===== src/rtl/scfc_pkg.sv =====
package scfc_pkg;

  // Default buffer depth
  localparam int MAX_FRAME_LEN_DEF = 256;

  // Field widths
  localparam int BYTE_W = 8;
  localparam int POS_W  = 8;
  localparam int LEN_W  = 9;

  // Control codes (ASCII)
  localparam logic [BYTE_W-1:0] C_ETX   = 8'h03;
  localparam logic [BYTE_W-1:0] C_ENQ   = 8'h05;
  localparam logic [BYTE_W-1:0] C_ACK   = 8'h06;
  localparam logic [BYTE_W-1:0] C_CR    = 8'h0D;
  localparam logic [BYTE_W-1:0] C_XON   = 8'h11;
  localparam logic [BYTE_W-1:0] C_XOFF  = 8'h13;
  localparam logic [BYTE_W-1:0] C_NACK  = 8'h15;
  localparam logic [BYTE_W-1:0] C_DASH  = 8'h2D;
  localparam logic [BYTE_W-1:0] C_BANG  = 8'h21;
  localparam logic [BYTE_W-1:0] C_QUERY = 8'h3F;

  // Request type
  localparam logic REQ_BYTE    = 1'b0;
  localparam logic REQ_TIMEOUT = 1'b1;

  // Framing phase
  typedef enum logic [2:0] {
    PH_IDLE = 3'd0,
    PH_PROT = 3'd1,
    PH_ETX  = 3'd2,
    PH_TEST = 3'd3,
    PH_ONE  = 3'd4
  } phase_t;

  // Frame mode
  typedef enum logic [1:0] {
    MODE_NONE  = 2'd0,
    MODE_PROT  = 2'd1,
    MODE_TLINE = 2'd2,
    MODE_TERM  = 2'd3
  } mode_t;

  // Framing control state
  typedef struct packed {
    phase_t phase;
    mode_t  mode;
  } scfc_ctl_t;

  // Result of one transaction
  typedef struct packed {
    logic              byte_stored;
    logic [BYTE_W-1:0] byte_out;
    logic [POS_W-1:0]  byte_position;
    logic              frame_done;
    mode_t             frame_kind;
    logic [LEN_W-1:0]  frame_length;
  } scfc_res_t;

endpackage


===== src/rtl/scfc_step.sv =====
module scfc_step import scfc_pkg::*; #(
  parameter int MAX_FRAME_LEN = MAX_FRAME_LEN_DEF,
  parameter int CNT_W         = $clog2(MAX_FRAME_LEN + 1)
) (
  input  logic              req_type,
  input  logic [BYTE_W-1:0] rx_byte,
  input  scfc_ctl_t         ctl,
  input  logic [CNT_W-1:0]  fill,
  output scfc_ctl_t         ctl_next,
  output logic [CNT_W-1:0]  fill_next,
  output scfc_res_t         res
);

  localparam logic [CNT_W-1:0] MAX_CNT = CNT_W'(MAX_FRAME_LEN);

  logic [CNT_W-1:0] fill_work;
  logic [CNT_W-1:0] fill_after;
  phase_t           phase_w;
  mode_t            mode_w;
  logic             do_append;
  logic             done;
  logic             stored;

  // Framing rules for one received byte
  always_comb begin
    fill_work = fill;
    phase_w   = ctl.phase;
    mode_w    = ctl.mode;
    do_append = 1'b1;
    done      = 1'b0;
    case (ctl.phase)
      PH_PROT: begin
        if (rx_byte == C_ENQ) begin
          fill_work = '0;
          mode_w    = MODE_PROT;
        end else if (rx_byte == C_ETX) begin
          phase_w = PH_ETX;
        end
      end
      PH_ETX: begin
        done = 1'b1;
      end
      PH_TEST: begin
        if (rx_byte == C_ENQ) begin
          fill_work = '0;
          mode_w    = MODE_PROT;
        end else if (rx_byte == C_DASH) begin
          fill_work = '0;
          mode_w    = MODE_TLINE;
        end else if (rx_byte == C_CR) begin
          done = 1'b1;
        end
      end
      PH_ONE: begin
        phase_w = PH_IDLE;
        done    = 1'b1;
      end
      default: begin
        // idle, and unreachable codes behave as idle
        if (rx_byte == C_ENQ) begin
          phase_w   = PH_PROT;
          fill_work = '0;
          mode_w    = MODE_PROT;
        end else if (rx_byte == C_DASH) begin
          if (fill == '0) begin
            mode_w  = MODE_TLINE;
            phase_w = PH_TEST;
          end
        end else if (rx_byte == C_ACK || rx_byte == C_NACK) begin
          mode_w  = MODE_PROT;
          phase_w = PH_ONE;
        end else if (rx_byte == C_BANG || rx_byte == C_QUERY) begin
          if (fill == '0) begin
            if (ctl.mode == MODE_NONE) begin
              mode_w  = MODE_TLINE;
              phase_w = PH_ONE;
            end else if (ctl.mode == MODE_TERM || ctl.mode == MODE_TLINE) begin
              phase_w = PH_ONE;
            end
          end
        end else if (rx_byte == C_CR) begin
          mode_w = MODE_TERM;
          done   = 1'b1;
        end else if (rx_byte == C_XON || rx_byte == C_XOFF) begin
          do_append = 1'b0;
        end
      end
    endcase
  end

  // Append with saturation at the buffer size
  assign stored     = do_append && (fill_work < MAX_CNT);
  assign fill_after = stored ? fill_work + CNT_W'(1) : fill_work;

  // Result and next state; timeout and completion re-initialize
  always_comb begin
    res               = '0;
    ctl_next.phase    = PH_IDLE;
    ctl_next.mode     = MODE_NONE;
    fill_next         = '0;
    if (req_type == REQ_BYTE) begin
      res.byte_stored   = stored;
      res.byte_out      = stored ? rx_byte : '0;
      res.byte_position = stored ? POS_W'(fill_work) : '0;
      res.frame_done    = done;
      res.frame_kind    = done ? mode_w : MODE_NONE;
      res.frame_length  = LEN_W'(fill_after);
      if (!done) begin
        ctl_next.phase = phase_w;
        ctl_next.mode  = mode_w;
        fill_next      = fill_after;
      end
    end
  end

endmodule


===== src/rtl/serial_command_frame_collector_top.sv =====
// Channel  Handshake             Payload
// in       in_valid / in_ready   req_type, rx_byte
// out      out_valid / out_ready byte_stored, byte_out, byte_position,
//                                frame_done, frame_kind, frame_length
//
// One transaction per cycle sustained while the output is not stalled; an accepted
// transaction sits in the input register, and its result register loads when the
// output can take it, which also raises out_valid.
// The framing state updates in the same cycle the result register loads.
// Synchronous reset returns phase, mode and fill count to idle/empty.
// A stalled output holds the result; the input register fills once more,
// then in_ready drops until out_ready returns.
module serial_command_frame_collector_top import scfc_pkg::*; #(
  parameter int MAX_FRAME_LEN = MAX_FRAME_LEN_DEF
) (
  input  logic              clk,
  input  logic              rst,
  input  logic              in_valid,
  output logic              in_ready,
  input  logic              req_type,
  input  logic [BYTE_W-1:0] rx_byte,
  output logic              out_valid,
  input  logic              out_ready,
  output logic              byte_stored,
  output logic [BYTE_W-1:0] byte_out,
  output logic [POS_W-1:0]  byte_position,
  output logic              frame_done,
  output logic [1:0]        frame_kind,
  output logic [LEN_W-1:0]  frame_length
);

  localparam int CNT_W = $clog2(MAX_FRAME_LEN + 1);

  // Input register
  logic              s1_valid;
  logic              s1_req;
  logic [BYTE_W-1:0] s1_byte;

  // Framing state
  scfc_ctl_t         ctl;
  logic [CNT_W-1:0]  fill;
  scfc_ctl_t         ctl_next;
  logic [CNT_W-1:0]  fill_next;

  // Result register
  scfc_res_t         res_next;
  scfc_res_t         res;

  logic              s1_fire;

  assign s1_fire  = s1_valid && (!out_valid || out_ready);
  assign in_ready = !s1_valid || s1_fire;

  scfc_step #(
    .MAX_FRAME_LEN (MAX_FRAME_LEN),
    .CNT_W         (CNT_W)
  ) u_step (
    .req_type  (s1_req),
    .rx_byte   (s1_byte),
    .ctl       (ctl),
    .fill      (fill),
    .ctl_next  (ctl_next),
    .fill_next (fill_next),
    .res       (res_next)
  );

  // Input stage
  always_ff @(posedge clk) begin
    if (rst) begin
      s1_valid <= 1'b0;
    end else if (in_ready) begin
      s1_valid <= in_valid;
    end
    if (in_valid && in_ready) begin
      s1_req  <= req_type;
      s1_byte <= rx_byte;
    end
  end

  // Framing state and result stage
  always_ff @(posedge clk) begin
    if (rst) begin
      ctl.phase <= PH_IDLE;
      ctl.mode  <= MODE_NONE;
      fill      <= '0;
      out_valid <= 1'b0;
    end else begin
      if (s1_fire) begin
        ctl       <= ctl_next;
        fill      <= fill_next;
        out_valid <= 1'b1;
      end else if (out_ready) begin
        out_valid <= 1'b0;
      end
    end
    if (s1_fire) begin
      res <= res_next;
    end
  end

  assign byte_stored   = res.byte_stored;
  assign byte_out      = res.byte_out;
  assign byte_position = res.byte_position;
  assign frame_done    = res.frame_done;
  assign frame_kind    = res.frame_kind;
  assign frame_length  = res.frame_length;

  // Completion always reports a frame mode, and only completion does
  a_kind_done: assert property (@(posedge clk) disable iff (rst)
    out_valid |-> (frame_done == (frame_kind != MODE_NONE)))
    else $error("frame_kind does not match frame_done");

  // A byte that was not stored reports zero byte and position
  a_unstored_zero: assert property (@(posedge clk) disable iff (rst)
    (out_valid && !byte_stored) |-> (byte_out == '0 && byte_position == '0))
    else $error("unstored byte reports data");

  // Fill count saturates at the buffer size
  a_fill_bound: assert property (@(posedge clk) disable iff (rst)
    fill <= CNT_W'(MAX_FRAME_LEN))
    else $error("fill count beyond buffer size");

  // Timeout or completion re-initializes the framing state
  a_reinit: assert property (@(posedge clk) disable iff (rst)
    (s1_fire && (s1_req == REQ_TIMEOUT || res_next.frame_done))
    |=> (fill == '0 && ctl.phase == PH_IDLE && ctl.mode == MODE_NONE))
    else $error("state not re-initialized");

endmodule


===== config.mk =====
export PLATFORM = sky130hd
export DESIGN_NAME = serial_command_frame_collector_top
export DESIGN_NICKNAME = d
export VERILOG_FILES = /design/src/rtl/scfc_pkg.sv /design/src/rtl/scfc_step.sv /design/src/rtl/serial_command_frame_collector_top.sv
export SDC_FILE = /design/constraint.sdc
export NUM_CORES = 1
export LEC_CHECK = 0
export BUFFER_PORTS_ARGS = -buffer_cell sky130_fd_sc_hd__buf_4
export CORE_UTILIZATION = 59
export CTS_BUF_LIST = sky130_fd_sc_hd__clkbuf_4 sky130_fd_sc_hd__clkbuf_8 sky130_fd_sc_hd__clkbuf_16
export CTS_CLUSTER_DIAMETER = 120
export DETAILED_ROUTE_END_ITERATION = 8
export GPL_TIMING_DRIVEN = 1
export PLACE_DENSITY_LB_ADDON = 0.15
export SLEW_MARGIN = 0
export SYNTH_ARGS = -nofsm -noshare
export SYNTH_HDL_FRONTEND = slang
export SYNTH_SLANG_ARGS = --single-unit

===== constraint.sdc =====
create_clock -name clk -period 5.07 [get_ports clk]
set_input_delay 0.7605 -clock clk [delete_from_list [all_inputs] [get_ports clk]]
set_output_delay 0.7605 -clock clk [all_outputs]
set_load 0.01 [all_outputs]

==> results.md <==
Run status:
- The run finished with clean final reports.

Timing:
- At the pin with the least slew margin, the transition time is 0.8077 ns.
- The minimum clock period after layout is 2.654 ns.
- The maximum clock frequency is 376.9 MHz.
- The count of endpoints failing setup in the final report is 0.
- The final number of max-transition violations is 0.
- The hold violation count in the final report is 0.
- The post-route clock period utilization is 52.34%.
- For the final database, setup skew stands at 0.01331 ns.
- The worst slew slack as a fraction of its limit is 45.92%.
- The final worst hold slack is 0.5246 ns.
- Setup repair after global routing left no endpoint under its margin.
- The final sum of negative setup slack is 0 ns.
- The setup slack after layout is 2.416 ns.

Global route:
- The number of antenna violations at the first check in global routing came to 0.
- The pin count of the biggest net entering global routing is 34.
- The wire length of the first global-routing pass is 9466 µm.
- The via count of the first global-routing pass is 1990.
- The global-route total usage across every layer is 24.99%.
- The final global-route overflow total is 0.

Clock tree:
- The longest clock path from root to sink contains 2 buffers.
- The clock tree root buffer cell is sky130_fd_sc_hd__clkbuf_8.
- Once the clock tree was built, the resizer swapped 0 gates to a different size.
- For this design, the sink count on the clock tree is 54.
- The number of hold buffers added after cts is 0.
- The TritonCTS buffer count is 5.
- The number of H-tree levels is 2.
- The number of setup buffers added after CTS is 0.
- After clock tree synthesis, the clock-pin slew on the worst setup and hold paths is 0.11 ns.
- The CTS tree is yes.
- The insertion delay to the later sink of the worst-skew pair is 0.32 ns.

Setup path:
- At the worst endpoint, the arrival time is 2.73 ns.
- Counting cells, the worst reg-to-reg path comes to 7.
- The launching point of the worst reg2reg path is s1_byte[4]$_DFFE_PP_.
- The type of the worst setup path is reg2reg.
- Across all register-to-register paths, the minimum setup slack is 2.42 ns.
- The worst setup path is launched from a flop.
- In this run the worst path has a maximum fanout of 14.
- The kind of end point of the critical path is a flop.
- In this run the critical register-to-register path is captured at frame_length[8]$_SDFFCE_PP0P_.
- The data required time at the worst endpoint is 5.15 ns.

Placement:
- Prior to clock tree synthesis, the placed netlist has a worst setup slack of 2.336 ns.
- The count of buffers from port buffering is 43.
- At the end of routability-driven placement, the weighted congestion stood at 0.9490.
- The half-perimeter wire length after detailed placement is 4090 µm.

Logic synthesis:
- The cell type contributing the most total cell area after synthesis is sky130_fd_sc_hd__edfxtp_1.
- The mux contribution to synthesized area is 0.7816%.
- The most used flip-flop cell after synthesis is sky130_fd_sc_hd__edfxtp_1.
- Of the total synthesized cell area, the portion taken by full adders, half adders and majority gates is 0.4598%.
- The main combinational cell family by area after synthesis is simple AND/OR/NAND/NOR gates.
- In this run, synthesis inferred 38 flip-flops with an integrated enable.
- The simple-gate share of the synthesized area is 24.09%.
- Summing the areas of all compound-gate instances in the mapped netlist gives 14.57% of the synthesized area.
- Sequential elements use 53.70% of the synthesized area.
- The xor and xnor area share after synthesis is 2.253%.
- The top cell type's share of synthesized area is 41.93%.
- The number of warning messages in the yosys log is 0.
- When the netlist entered floorplanning its net count stood at 270.
- After synthesis, the share of flip-flops with an asynchronous set or reset is 0%.
- The number of library cell types mapped by synthesis is 62.
- The total standard cell area after synthesis is 2721 µm².
- The mean instance size in the synthesized netlist is 10.63 µm².
- After synthesis, the cell types taking the most area are sky130_fd_sc_hd__edfxtp_1 (42%), sky130_fd_sc_hd__dfxtp_1 (12%), sky130_fd_sc_hd__nor2_1 (3.7%), sky130_fd_sc_hd__and2_1 (3.0%), sky130_fd_sc_hd__o21ai_0 (2.6%).
- After technology mapping, the gate count stands at 256.
- The synthesized design contains 54 register bits.

Floorplan:
- The site row count is 24.
- The die extent in x is 69.92 µm.
- The placeable core area is 4384 µm².
- The initial core utilization is 62.07%.
- The number of ports placed on the die boundary is 44.
- In this run the vertical extent of the chip is 69.92 µm.
- The die area is 4888 µm².

Min path:
- The tightest min-delay check is of the reg2reg type.
- Along the worst hold path, the cell count comes to 2.
- The end of the worst hold path is ctl[0]$_SDFFE_PP0P_.
- In this run the most critical hold path is launched from ctl[0]$_SDFFE_PP0P_.

Detailed routing:
- The post-detailed-route count of antenna-violating nets is 0.
- After detailed routing, the number of vias per cell comes to 6.388.
- For this run, design rule violations remaining after detail routing come to 0.
- The routed wire length per instance is 16.84 µm.
- Summed over all layers, the routed wires come to 5811 µm.
- The first TritonRoute pass finished after 5 iterations.
- The number of vias in the routed layout is 2204.
- After the first detailed-routing iteration, the DRC count stood at 236.

Power:
- The total power density per cell area is 277.0 nW/µm².
- The leakage component of the power is 0.001129 µW.
- The highest ir drop seen on vdd is 186.8 µV.

Final layout:
- The number of nets in the layout is 306.
- The number of antenna diodes in the final layout is 0.
- The area growth from synthesis to layout is 15.77%.
- The ratio of cells with drive above 1 in the final layout is 24.23%.

Job:
- Max-cap violations in this run came to 0.
synth_stat cells (all sizes together) (2+ instances only):
| master | number |
|---|---|
| and4 | 2 |
| nor4b | 2 |
| nand4 | 6 |
| buf | 6 |
| inv | 6 |
| and2 | 13 |
| nand2b | 5 |
| or3 | 2 |
| or2 | 7 |
| xnor2 | 4 |
| or3b | 3 |
| o21ai | 16 |
| a211oi | 4 |
| xor2 | 3 |
| a31oi | 9 |
| nand2 | 12 |
| or4b | 4 |
| nor3 | 6 |
| o211ai | 2 |
| or4 | 4 |
| a22oi | 2 |
| nor4 | 2 |
| nor2 | 28 |
| and3 | 5 |
| clkbuf | 10 |
| nor2b | 2 |
| a211o | 2 |
| a21oi | 13 |
| dfxtp | 16 |
| o22ai | 4 |
| edfxtp | 38 |
worst max path at each step:
stage	start	end	slack (ns)
final	s1_byte[4]$_DFFE_PP_	frame_length[8]$_SDFFCE_PP0P_	2.42
after global routing	s1_byte[4]$_DFFE_PP_	frame_length[2]$_SDFFCE_PP0P_	2.20
after CTS	s1_byte[4]$_DFFE_PP_	frame_length[8]$_SDFFCE_PP0P_	2.41
after detailed placement	out_ready	fill[7]$_SDFFE_PP0P_	2.34
after global placement	out_ready	ctl[2]$_SDFFE_PP0P_	2.40
after floorplan	out_ready	ctl[2]$_SDFFE_PP0P_	2.37
final cells by class:
| cell class | instances | area [µm²] |
|---|---|---|
| Timing Repair Buffer | 45 | 337.8 |
| Sequential cell | 54 | 1461 |
| Inverter | 6 | 22.52 |
| Clock inverter | 3 | 47.55 |
| Tap cell | 52 | 65.06 |
| Clock buffer | 5 | 68.82 |
| Multi-Input combinational cell | 180 | 1147 |
| Fill cell | 328 | 1234 |
state kept, by name, indices dropped and copies added (netlist names):
name / flops
fill: 9
frame_length: 9
byte_out: 8
byte_position: 8
s1_byte: 8
ctl: 5
frame_kind: 2
byte_stored: 1
frame_done: 1
out_valid: 1
s1_req: 1
s1_valid: 1
placed cells by master (no fill, tap or decap), types with 2 or more instances in the layout:
master	count
sky130_fd_sc_hd__a21oi_1	12
sky130_fd_sc_hd__nor2_1	27
sky130_fd_sc_hd__or4_1	3
sky130_fd_sc_hd__a211oi_1	4
sky130_fd_sc_hd__nand4_1	6
sky130_fd_sc_hd__o21ai_0	14
sky130_fd_sc_hd__buf_4	45
sky130_fd_sc_hd__or4b_2	2
sky130_fd_sc_hd__o21ai_1	2
sky130_fd_sc_hd__o211ai_1	2
sky130_fd_sc_hd__xnor2_1	4
sky130_fd_sc_hd__inv_1	6
sky130_fd_sc_hd__or3_1	2
sky130_fd_sc_hd__and2_1	13
sky130_fd_sc_hd__or3b_2	2
sky130_fd_sc_hd__edfxtp_1	38
sky130_fd_sc_hd__nor3_1	6
sky130_fd_sc_hd__and3_1	5
sky130_fd_sc_hd__a31oi_1	9
sky130_fd_sc_hd__and4_1	2
sky130_fd_sc_hd__a211o_1	2
sky130_fd_sc_hd__nor2b_1	2
sky130_fd_sc_hd__a22oi_1	2
sky130_fd_sc_hd__xor2_1	3
sky130_fd_sc_hd__or2_2	6
sky130_fd_sc_hd__nand2b_1	5
sky130_fd_sc_hd__dfxtp_1	16
sky130_fd_sc_hd__o22ai_1	4
sky130_fd_sc_hd__clkbuf_8	5
sky130_fd_sc_hd__nand2_1	12
routing by layer:
layer | up-vias | GRT usage [%] | share of wire (%)
li1 | 1037 | - | -
met1 | 1023 | 35.52 | 44
met2 | 124 | 37.61 | 44
met3 | 20 | 5.483 | 9.4
met4 | 0 | 9.556 | 2.5
met5 | - | 0 | 0
through the flow:
step                cell area, µm²  total power [µW]  cells  utilization, %
floorplan                     2721             546.8    256               -
global placement              3034             576.2    337           69.21
detailed placement            3034             578.8    337           69.21
CTS                           3151             873.0    345           71.86
global route                  3151             894.7    345           71.86
finish                        3151             872.8    345           71.86
cells by family (layout without fill, tap and decap cells):
kind of cell	count (synthesis)	in the layout
XOR/XNOR	7	7
adder cells (fa/ha/maj)	1	1
flip-flops	54	54
buffers and inverters	22	59
AND/OR/NAND/NOR	108	108
multiplexers	2	2
AO/OA/AOI/OAI	62	62
power breakdown:
group,switching [µW],total (µW),internal (µW)
sequential,13.5,502,489
combinational,36.5,67.6,31.1
clock,153,303,150
worst max-delay path: stages, from the launching register on:
cell and delay (ns):
sky130_fd_sc_hd__edfxtp_1 0.53, sky130_fd_sc_hd__or4b_4 0.64, sky130_fd_sc_hd__a21oi_2 0.42, sky130_fd_sc_hd__nor2b_1 0.10, sky130_fd_sc_hd__ha_1 0.27, sky130_fd_sc_hd__and3_1 0.22, sky130_fd_sc_hd__a31oi_1 0.18, sky130_fd_sc_hd__nor2_1 0.06
(Power assumes the default switching activity.)
